--- src/rtl/core/ckrw_pkg.sv ---
// Shared types, constants and control structs for the cooked header rewriter.
package ckrw_pkg;

    localparam int HEADER_BYTES     = 16;
    localparam int CNT_W            = $clog2(HEADER_BYTES + 1);
    localparam int IDX_W            = $clog2(HEADER_BYTES);
    localparam int MIN_PACKET_BYTES = 12;
    localparam int ETH_HEADER_BYTES = 14;

    localparam logic [15:0] PKT_TYPE_MAX = 16'd6;
    localparam logic [15:0] ADDR_MAX_LEN = 16'd8;
    localparam logic [15:0] HW_ETHER     = 16'h0001;
    localparam logic [15:0] HW_AX25      = 16'h0003;
    localparam logic [15:0] HW_LOOP_A    = 16'h0100;
    localparam logic [15:0] HW_LOOP_B    = 16'h0300;
    localparam logic [15:0] HW_LOOP_C    = 16'h0304;
    localparam logic [15:0] PROTO_IPV4   = 16'h0800;
    localparam logic [15:0] PROTO_IPV6   = 16'h86DD;
    localparam logic [7:0]  DST_TAIL     = 8'h02;
    localparam logic [7:0]  SRC_TAIL     = 8'h01;

    typedef struct packed {
        logic [7:0] data_byte;
        logic       first_byte;
        logic       last_byte;
    } pkt_word_t;

    typedef struct packed {
        logic [7:0] out_byte;
        logic       out_last;
        logic       was_rewritten;
    } eth_word_t;

    typedef enum logic [1:0] {
        ST_COLLECT,
        ST_CHECK,
        ST_BURST
    } ctrl_state_t;

    typedef struct packed {
        logic take;    // accept the offered input word
        logic check;   // validate the buffered header
        logic emit;    // send the next buffered word
    } ckrw_cmd_t;

    typedef struct packed {
        logic             slot_free;
        logic             hdr_fill;
        logic             medium_end;
        logic             burst_final;
        logic [CNT_W-1:0] seen_count;
    } ckrw_sts_t;

endpackage

--- src/rtl/core/ckrw_ctrl.sv ---
// Sequencing state machine: collect, header check, buffered burst.
module ckrw_ctrl (
    input  logic                clk,
    input  logic                rst_n,
    input  logic                pkt_valid,
    output logic                pkt_ready,
    input  ckrw_pkg::ckrw_sts_t sts,
    output ckrw_pkg::ckrw_cmd_t cmd
);

    ckrw_pkg::ctrl_state_t state_reg;
    ckrw_pkg::ctrl_state_t state_next;

    always_ff @(posedge clk or negedge rst_n)
    begin
        if (!rst_n)
        begin
            state_reg <= ckrw_pkg::ST_COLLECT;
        end
        else
        begin
            state_reg <= state_next;
        end
    end

    // outputs
    always_comb
    begin
        pkt_ready = 1'b0;
        cmd       = '0;
        unique case (state_reg)
            ckrw_pkg::ST_COLLECT:
            begin
                pkt_ready = sts.slot_free;
                cmd.take  = sts.slot_free && pkt_valid;
            end
            ckrw_pkg::ST_CHECK:
            begin
                cmd.check = 1'b1;
            end
            ckrw_pkg::ST_BURST:
            begin
                cmd.emit = sts.slot_free;
            end
            default:
            begin
                cmd = '0;
            end
        endcase
    end

    // next state
    always_comb
    begin
        state_next = state_reg;
        unique case (state_reg)
            ckrw_pkg::ST_COLLECT:
            begin
                if (sts.slot_free && pkt_valid)
                begin
                    priority if (sts.hdr_fill)
                    begin
                        state_next = ckrw_pkg::ST_CHECK;
                    end
                    else if (sts.medium_end)
                    begin
                        state_next = ckrw_pkg::ST_BURST;
                    end
                    else
                    begin
                        state_next = ckrw_pkg::ST_COLLECT;
                    end
                end
            end
            ckrw_pkg::ST_CHECK:
            begin
                state_next = ckrw_pkg::ST_BURST;
            end
            ckrw_pkg::ST_BURST:
            begin
                if (sts.slot_free && sts.burst_final)
                begin
                    state_next = ckrw_pkg::ST_COLLECT;
                end
            end
            default:
            begin
                state_next = ckrw_pkg::ST_COLLECT;
            end
        endcase
    end

endmodule

--- src/rtl/core/ckrw_datapath.sv ---
// Header buffer, byte counter, header check, burst selection and output register.
module ckrw_datapath (
    input  logic                 clk,
    input  logic                 rst_n,
    input  ckrw_pkg::pkt_word_t  pkt_word,
    input  ckrw_pkg::ckrw_cmd_t  cmd,
    output ckrw_pkg::ckrw_sts_t  sts,
    output logic                 eth_valid,
    input  logic                 eth_ready,
    output ckrw_pkg::eth_word_t  eth_word
);

    localparam int CNT_W = ckrw_pkg::CNT_W;
    localparam int IDX_W = ckrw_pkg::IDX_W;

    logic [7:0]       store_reg [ckrw_pkg::HEADER_BYTES];
    logic [CNT_W-1:0] seen_reg, seen_next;
    logic             conv_reg, conv_next;
    logic [IDX_W-1:0] idx_reg, idx_next;
    logic [CNT_W-1:0] len_reg, len_next;
    logic             blast_reg, blast_next;
    logic             out_valid_reg, out_valid_next;
    ckrw_pkg::eth_word_t out_word_reg, out_word_next;

    logic [CNT_W-1:0] count_eff;
    logic [CNT_W-1:0] count_inc;
    logic             pass;
    logic             slot_free;
    logic             burst_final;
    logic             hdr_ok;
    logic [15:0]      f_pkt, f_hw, f_alen, f_proto;
    logic [IDX_W-1:0] rd_sel;
    logic             use_const;
    logic [7:0]       const_byte;
    logic [7:0]       burst_byte;

    // a first mark, or no packet open, restarts the count
    assign count_eff   = pkt_word.first_byte ? '0 : seen_reg;
    assign count_inc   = count_eff + CNT_W'(1);
    assign pass        = (count_eff == CNT_W'(ckrw_pkg::HEADER_BYTES));
    assign slot_free   = !out_valid_reg || eth_ready;
    assign burst_final = ({1'b0, idx_reg} + CNT_W'(1)) == len_reg;

    assign sts.slot_free   = slot_free;
    assign sts.hdr_fill    = !pass && (count_inc == CNT_W'(ckrw_pkg::HEADER_BYTES));
    assign sts.medium_end  = !pass && pkt_word.last_byte
                           && (count_inc >= CNT_W'(ckrw_pkg::MIN_PACKET_BYTES))
                           && (count_inc <  CNT_W'(ckrw_pkg::HEADER_BYTES));
    assign sts.burst_final = burst_final;
    assign sts.seen_count  = seen_reg;

    // cooked header fields, big-endian
    assign f_pkt   = {store_reg[0],  store_reg[1]};
    assign f_hw    = {store_reg[2],  store_reg[3]};
    assign f_alen  = {store_reg[4],  store_reg[5]};
    assign f_proto = {store_reg[14], store_reg[15]};

    assign hdr_ok = (f_pkt <= ckrw_pkg::PKT_TYPE_MAX)
                 && (f_hw == ckrw_pkg::HW_ETHER  || f_hw == ckrw_pkg::HW_AX25
                  || f_hw == ckrw_pkg::HW_LOOP_A || f_hw == ckrw_pkg::HW_LOOP_B
                  || f_hw == ckrw_pkg::HW_LOOP_C)
                 && (f_alen <= ckrw_pkg::ADDR_MAX_LEN)
                 && (f_proto == ckrw_pkg::PROTO_IPV4 || f_proto == ckrw_pkg::PROTO_IPV6);

    // converted layout: addr[0..4], 02, addr[0..4], 01, proto
    always_comb
    begin
        rd_sel     = idx_reg;
        use_const  = 1'b0;
        const_byte = ckrw_pkg::DST_TAIL;
        if (conv_reg)
        begin
            priority if (idx_reg < IDX_W'(5))
            begin
                rd_sel = idx_reg + IDX_W'(6);
            end
            else if (idx_reg == IDX_W'(5))
            begin
                use_const  = 1'b1;
                const_byte = ckrw_pkg::DST_TAIL;
            end
            else if (idx_reg < IDX_W'(11))
            begin
                // positions 6..10 read the address bytes at the same places
                rd_sel = idx_reg;
            end
            else if (idx_reg == IDX_W'(11))
            begin
                use_const  = 1'b1;
                const_byte = ckrw_pkg::SRC_TAIL;
            end
            else
            begin
                rd_sel = idx_reg + IDX_W'(2);
            end
        end
    end

    assign burst_byte = use_const ? const_byte : store_reg[rd_sel];

    always_comb
    begin
        seen_next      = seen_reg;
        conv_next      = conv_reg;
        idx_next       = idx_reg;
        len_next       = len_reg;
        blast_next     = blast_reg;
        out_valid_next = out_valid_reg && !eth_ready;
        out_word_next  = out_word_reg;

        if (cmd.take)
        begin
            if (pass)
            begin
                out_valid_next = 1'b1;
                out_word_next  = '{out_byte: pkt_word.data_byte,
                                   out_last: pkt_word.last_byte,
                                   was_rewritten: conv_reg};
                if (pkt_word.last_byte)
                begin
                    seen_next = '0;
                    conv_next = 1'b0;
                end
            end
            else
            begin
                seen_next = count_inc;
                idx_next  = '0;
                if (count_inc == CNT_W'(ckrw_pkg::HEADER_BYTES))
                begin
                    blast_next = pkt_word.last_byte;
                end
                else if (pkt_word.last_byte)
                begin
                    seen_next  = '0;
                    len_next   = count_inc;
                    blast_next = 1'b1;
                    conv_next  = 1'b0;
                end
            end
        end

        if (cmd.check)
        begin
            conv_next = hdr_ok;
            len_next  = hdr_ok ? CNT_W'(ckrw_pkg::ETH_HEADER_BYTES)
                               : CNT_W'(ckrw_pkg::HEADER_BYTES);
        end

        if (cmd.emit)
        begin
            out_valid_next = 1'b1;
            out_word_next  = '{out_byte: burst_byte,
                               out_last: burst_final && blast_reg,
                               was_rewritten: conv_reg};
            idx_next       = idx_reg + IDX_W'(1);
            if (burst_final && blast_reg)
            begin
                seen_next = '0;
                conv_next = 1'b0;
            end
        end
    end

    always_ff @(posedge clk)
    begin
        if (cmd.take && !pass)
        begin
            store_reg[count_eff[IDX_W-1:0]] <= pkt_word.data_byte;
        end
        out_word_reg <= out_word_next;
    end

    always_ff @(posedge clk or negedge rst_n)
    begin
        if (!rst_n)
        begin
            seen_reg      <= '0;
            conv_reg      <= 1'b0;
            idx_reg       <= '0;
            len_reg       <= '0;
            blast_reg     <= 1'b0;
            out_valid_reg <= 1'b0;
        end
        else
        begin
            seen_reg      <= seen_next;
            conv_reg      <= conv_next;
            idx_reg       <= idx_next;
            len_reg       <= len_next;
            blast_reg     <= blast_next;
            out_valid_reg <= out_valid_next;
        end
    end

    assign eth_valid = out_valid_reg;
    assign eth_word  = out_word_reg;

endmodule

--- src/rtl/core/cooked_header_to_ethernet_rewriter.sv ---
// Top level: cooked capture header to Ethernet header rewriter.
// Takes a captured packet one byte word at a time and holds its first 16 bytes.
// When the 16th byte lands, the controller checks them as a cooked header
// (packet type 0..6, known hardware type, address length at most 8, IPv4 or IPv6
// protocol); then the buffer drains one word a cycle while the output can take
// it, either as a 14-byte Ethernet header (address bytes 0..4 plus 02, the same
// plus 01, protocol) with was_rewritten set, or as the original 16 bytes. Input
// stalls during the check and the drain; past the header every byte passes at
// one word per cycle, limited only by the output register. Packets of 12..15
// bytes drain unchanged after their last byte, with input stalled meanwhile;
// shorter ones are dropped. A first mark in mid-packet abandons whatever is
// buffered.
module cooked_header_to_ethernet_rewriter (
    input  logic                clk,
    input  logic                rst_n,
    input  logic                pkt_valid,
    output logic                pkt_ready,
    input  ckrw_pkg::pkt_word_t pkt_word,
    output logic                eth_valid,
    input  logic                eth_ready,
    output ckrw_pkg::eth_word_t eth_word
);

    ckrw_pkg::ckrw_cmd_t cmd;
    ckrw_pkg::ckrw_sts_t sts;

    // sequencing: when to accept, check and drain
    ckrw_ctrl u_ctrl (
        .clk       (clk),
        .rst_n     (rst_n),
        .pkt_valid (pkt_valid),
        .pkt_ready (pkt_ready),
        .sts       (sts),
        .cmd       (cmd)
    );

    // buffer, header check and output register
    ckrw_datapath u_dp (
        .clk       (clk),
        .rst_n     (rst_n),
        .pkt_word  (pkt_word),
        .cmd       (cmd),
        .sts       (sts),
        .eth_valid (eth_valid),
        .eth_ready (eth_ready),
        .eth_word  (eth_word)
    );

    // only one action on the datapath per cycle
    a_one_cmd: assert property (@(posedge clk) disable iff (!rst_n)
        $countones({cmd.take, cmd.check, cmd.emit}) <= 1)
        else $error("datapath given more than one command");

    // a header check is always followed by the drain, with input held off
    a_check_then_drain: assert property (@(posedge clk) disable iff (!rst_n)
        cmd.check |=> !pkt_ready)
        else $error("input accepted straight after header check");

    // a word is never taken into a full output register
    a_no_overrun: assert property (@(posedge clk) disable iff (!rst_n)
        (pkt_valid && pkt_ready) |-> sts.slot_free)
        else $error("input accepted while output register busy");

    // the byte count never passes the header length
    a_count_range: assert property (@(posedge clk) disable iff (!rst_n)
        sts.seen_count <= ckrw_pkg::CNT_W'(ckrw_pkg::HEADER_BYTES))
        else $error("byte count beyond header length");

endmodule
--- config.mk ---
export PLATFORM = sky130hd
export DESIGN_NAME = cooked_header_to_ethernet_rewriter
export DESIGN_NICKNAME = d
export VERILOG_FILES = /design/src/rtl/core/ckrw_pkg.sv /design/src/rtl/core/ckrw_ctrl.sv /design/src/rtl/core/ckrw_datapath.sv /design/src/rtl/core/cooked_header_to_ethernet_rewriter.sv
export SDC_FILE = /design/constraint.sdc
export NUM_CORES = 1
export LEC_CHECK = 0
export BUFFER_PORTS_ARGS = -buffer_cell sky130_fd_sc_hd__buf_2
export CORE_MARGIN = 8
export CORE_UTILIZATION = 60
export CTS_CLUSTER_SIZE = 12
export DETAILED_ROUTE_END_ITERATION = 10
export GPL_ROUTABILITY_DRIVEN = 1
export HOLD_SLACK_MARGIN = 0.02
export PLACE_DENSITY = 0.78
export SYNTH_ARGS = -nofsm -noshare
export SYNTH_HDL_FRONTEND = slang
export SYNTH_SLANG_ARGS = --single-unit
--- constraint.sdc ---
create_clock -name clk -period 8 [get_ports clk]
set_clock_uncertainty 0.05 [all_clocks]
set_input_delay 2.4 -clock clk [delete_from_list [all_inputs] [get_ports clk]]
set_output_delay 2.4 -clock clk [all_outputs]
set_load 0.05 [all_outputs]
==> metrics.csv <==
metric,value,unit
run status,completed,
Pleak,2.73,nW
Synth area leaders,"edfxtp_1 (57%), dfrtp_1 (6.6%), nand3_1 (4.4%), mux4_2 (4.4%), o21ai_0 (2.8%)",
Layout area overhead,12.2,%
"EDFF count, synth",138,
Synth Flop Type,edfxtp_1,
vias per cell,6.96,
Post-Syn Instances,566,
Synth top cells by count,"edfxtp_1 (138), nand3_1 (63), nor2_1 (42)",
core area,0.0119,mm²
First-pass DRT Iterations,5,
Synth cell types,60,
Placed Area,0.00749,mm²
Tmin final,5.54,ns
chip height,126,µm
"FF+latch count, synth",157,
Final Max Tran Viols,0,
leading area contributor after synthesis,edfxtp_1,
Initial Utilization,60.7,%
most common cell in the netlist,edfxtp_1,
CTS tree,yes,
Worst R2R Setup Slack,3.89,ns
Vias,5221,
RSZ-0062 raised after global routing,false,
number of diodes,0,
DRT iter0 DRCs,800,
"Slowest-stage cell, CP",nor2b_1,
register area share after synthesis,63.9,%
CP cell instances,"buf_2, nor2b_1, nor3_1, buf_2",
Worst R2R Start,u_dp.idx_reg[0]$_DFFE_PN0P_,
first-pass GRT wire length,28400,µm
fin crit share,69.3,%
CP startpoint kind,input port,
PD cells,286,mW/mm²
area of the die,0.0158,mm²
final antenna-violating net count,0,
post-CTS setup buffers,0,
largest net degree at the start of global routing,33,
buffer depth of the longest clock path,2,
Crit path arrival time,3.09,ns
register clock-pin slew on the reported worst setup and hold paths,0.07,ns
Critical Path Max Stage Delay,0.29,ns
area of the multi-input gates,0.00246,mm²
worst path buffer plus inverter count,2,
Critical Path Sink Type,output port,
Detailed Route WL,18700,µm
syn_nets,589,
MaxCap Viol Count,0,
Netlist Area Pre-Place,0.00723,mm²
Num CTS Buffers,17,
worst-path fanout max,5,
final setup vio count,0,
fraction of layout cells with a size suffix above 1,14.6,%
WP data required,5.55,ns
setup TNS,0,ns
cell count along the critical path,4,
VDD IR-drop max,0.214,mV
Worst-Margin Slew,1.13,ns
post-cts resize count,0,
row count,40,
top cell type's share of synthesized area,57.3,%
antenna violations before repair,0,
CTS root buf,clkbuf_16,
clock sink count,157,
total global-route track usage,24.2,%
die width,126,µm
cell family with most CP delay,simple AND/OR/NAND/NOR gates,
reg2reg end,u_dp.eth_word[2]$_DFFE_PP_,
"Warnings, synthesis",0,
kind of critical path,input port to output port,
Final nets,613,
H-tree depth,4,
hpwl dp,12600,µm
Hold/Removal Path Class,flop to flop,
Layout Cell Area excl Fill,0.00812,mm²
Final Hold Fails,0,
"Hold-fix buffers, CTS",0,
Critical Path Source,eth_ready,
Reg area,0.00462,mm²
wire length per cell,25.0,µm
vias in the first global route,4909,
grt total ovfl,0,
Clock Latency Late Sink,0.44,ns
crit-path most repeated cell,buf_2,
DRC viols,0,
worst r2r path cells,9,
count of boundary I/O pins,26,
"Async S/R FF share, synth",12.1,%
max FFs per register,128,
RePlAce Congestion,0.929,
Layout fillers,830,
Buffers on Ports,25,
Worst slew margin,24.1,%
Max Clk Rate,180,MHz
end of the critical path,pkt_ready,
syn_area_per_cell,12.8,µm²
cell type report:
class                   instances  area share [%]
inverters                      15           0.693
clock buffers                  17            5.24
clock inverters                15            2.56
multi-input cells             369            30.3
repair buffers                 30            2.00
well taps                     147            2.27
flip-flops and latches        157            56.9
per-layer routing:
layer / vias to the layer above / part of all wire, % / wire length (µm) / global-route usage [%]
met3: 41 / 11 / 2130 / 6.84
met4: 0 / 1.9 / 365 / 9.62
li1: 2279 / - / - / -
met2: 362 / 46 / 8700 / 36.3
met1: 2539 / 40 / 7550 / 32.7
met5: - / 0 / 0 / 0
cells in the final DEF (no fill, tap or decap), types with 3 or more instances in the layout:
cell,count
edfxtp_1,138
a22oi_1,10
a21o_1,3
xnor2_1,4
inv_1,14
nand4_1,17
a311oi_1,3
a32oi_1,3
ha_1,9
xor2_1,4
inv_6,3
a2111oi_0,3
dfrtp_1,19
mux2i_1,3
nor4_1,14
nand2b_1,13
nor2b_1,9
a31oi_1,11
bufinv_16,3
clkbuf_16,17
a21oi_1,13
nor3b_1,3
nor2_1,42
o21ai_0,39
o31ai_1,3
nand3_1,63
mux4_2,14
buf_2,25
buf_4,5
nor3_1,13
nand2_1,31
nand4b_1,3
cells by family after synthesis:
logic type	after synthesis	synth area share, %
muxes	17	4.77
DFF	157	63.9
xor gates and xnor gates	8	0.969
buffers and inverters	40	2.32
adders and majority gates	9	1.56
and+or+nand+nor	220	15.8
AOI/OAI and AO/OA	115	10.8
power by group:
| group | leakage, nW | internal (W) | total, W | switching (W) |
|---|---|---|---|---|
| clock | 0.301 | 0.000502 | 0.000848 | 0.000346 |
| combinational | 0.937 | 0.000146 | 0.000474 | 0.000328 |
| sequential | 1.49 | 0.000961 | 0.00100 | 0.0000406 |
worst min-delay path by stage:
| stage | slack, ns | to | cells past startpoint | startpoint |
|---|---|---|---|---|
| finish | 0.53 | u_dp.eth_valid$_DFF_PN0_ | 1 | u_ctrl.state_reg[0]$_DFFE_PN0P_ |
| global placement | 0.49 | u_dp.blast_reg$_DFFE_PN0P_ | 2 | u_dp.blast_reg$_DFFE_PN0P_ |
| floorplan | 0.46 | u_dp.blast_reg$_DFFE_PN0P_ | 2 | u_dp.blast_reg$_DFFE_PN0P_ |
| detailed placement | 0.52 | u_dp.eth_valid$_DFF_PN0_ | 1 | u_ctrl.state_reg[0]$_DFFE_PN0P_ |
| global route | 0.55 | u_dp.len_reg[0]$_DFFE_PN0P_ | 2 | u_dp.len_reg[0]$_DFFE_PN0P_ |
| CTS | 0.53 | u_dp.eth_valid$_DFF_PN0_ | 1 | u_ctrl.state_reg[0]$_DFFE_PN0P_ |
per-stage QoR:
| step | utilization (%) | setup WS [ns] | power (W) | std cells | hold WS, ns |
|---|---|---|---|---|---|
| floorplan | - | 2.04 | 0.00135 | 566 | 0.455 |
| global route | 68.2 | 2.43 | 0.00240 | 750 | 0.550 |
| finish | 68.2 | 2.46 | 0.00232 | 750 | 0.530 |
| detailed placement | 62.8 | 2.48 | 0.00148 | 718 | 0.516 |
| global placement | 62.8 | 2.50 | 0.00147 | 718 | 0.490 |
| CTS | 68.2 | 2.47 | 0.00232 | 750 | 0.528 |
No activity file was read; power rests on OpenSTA's default activity.
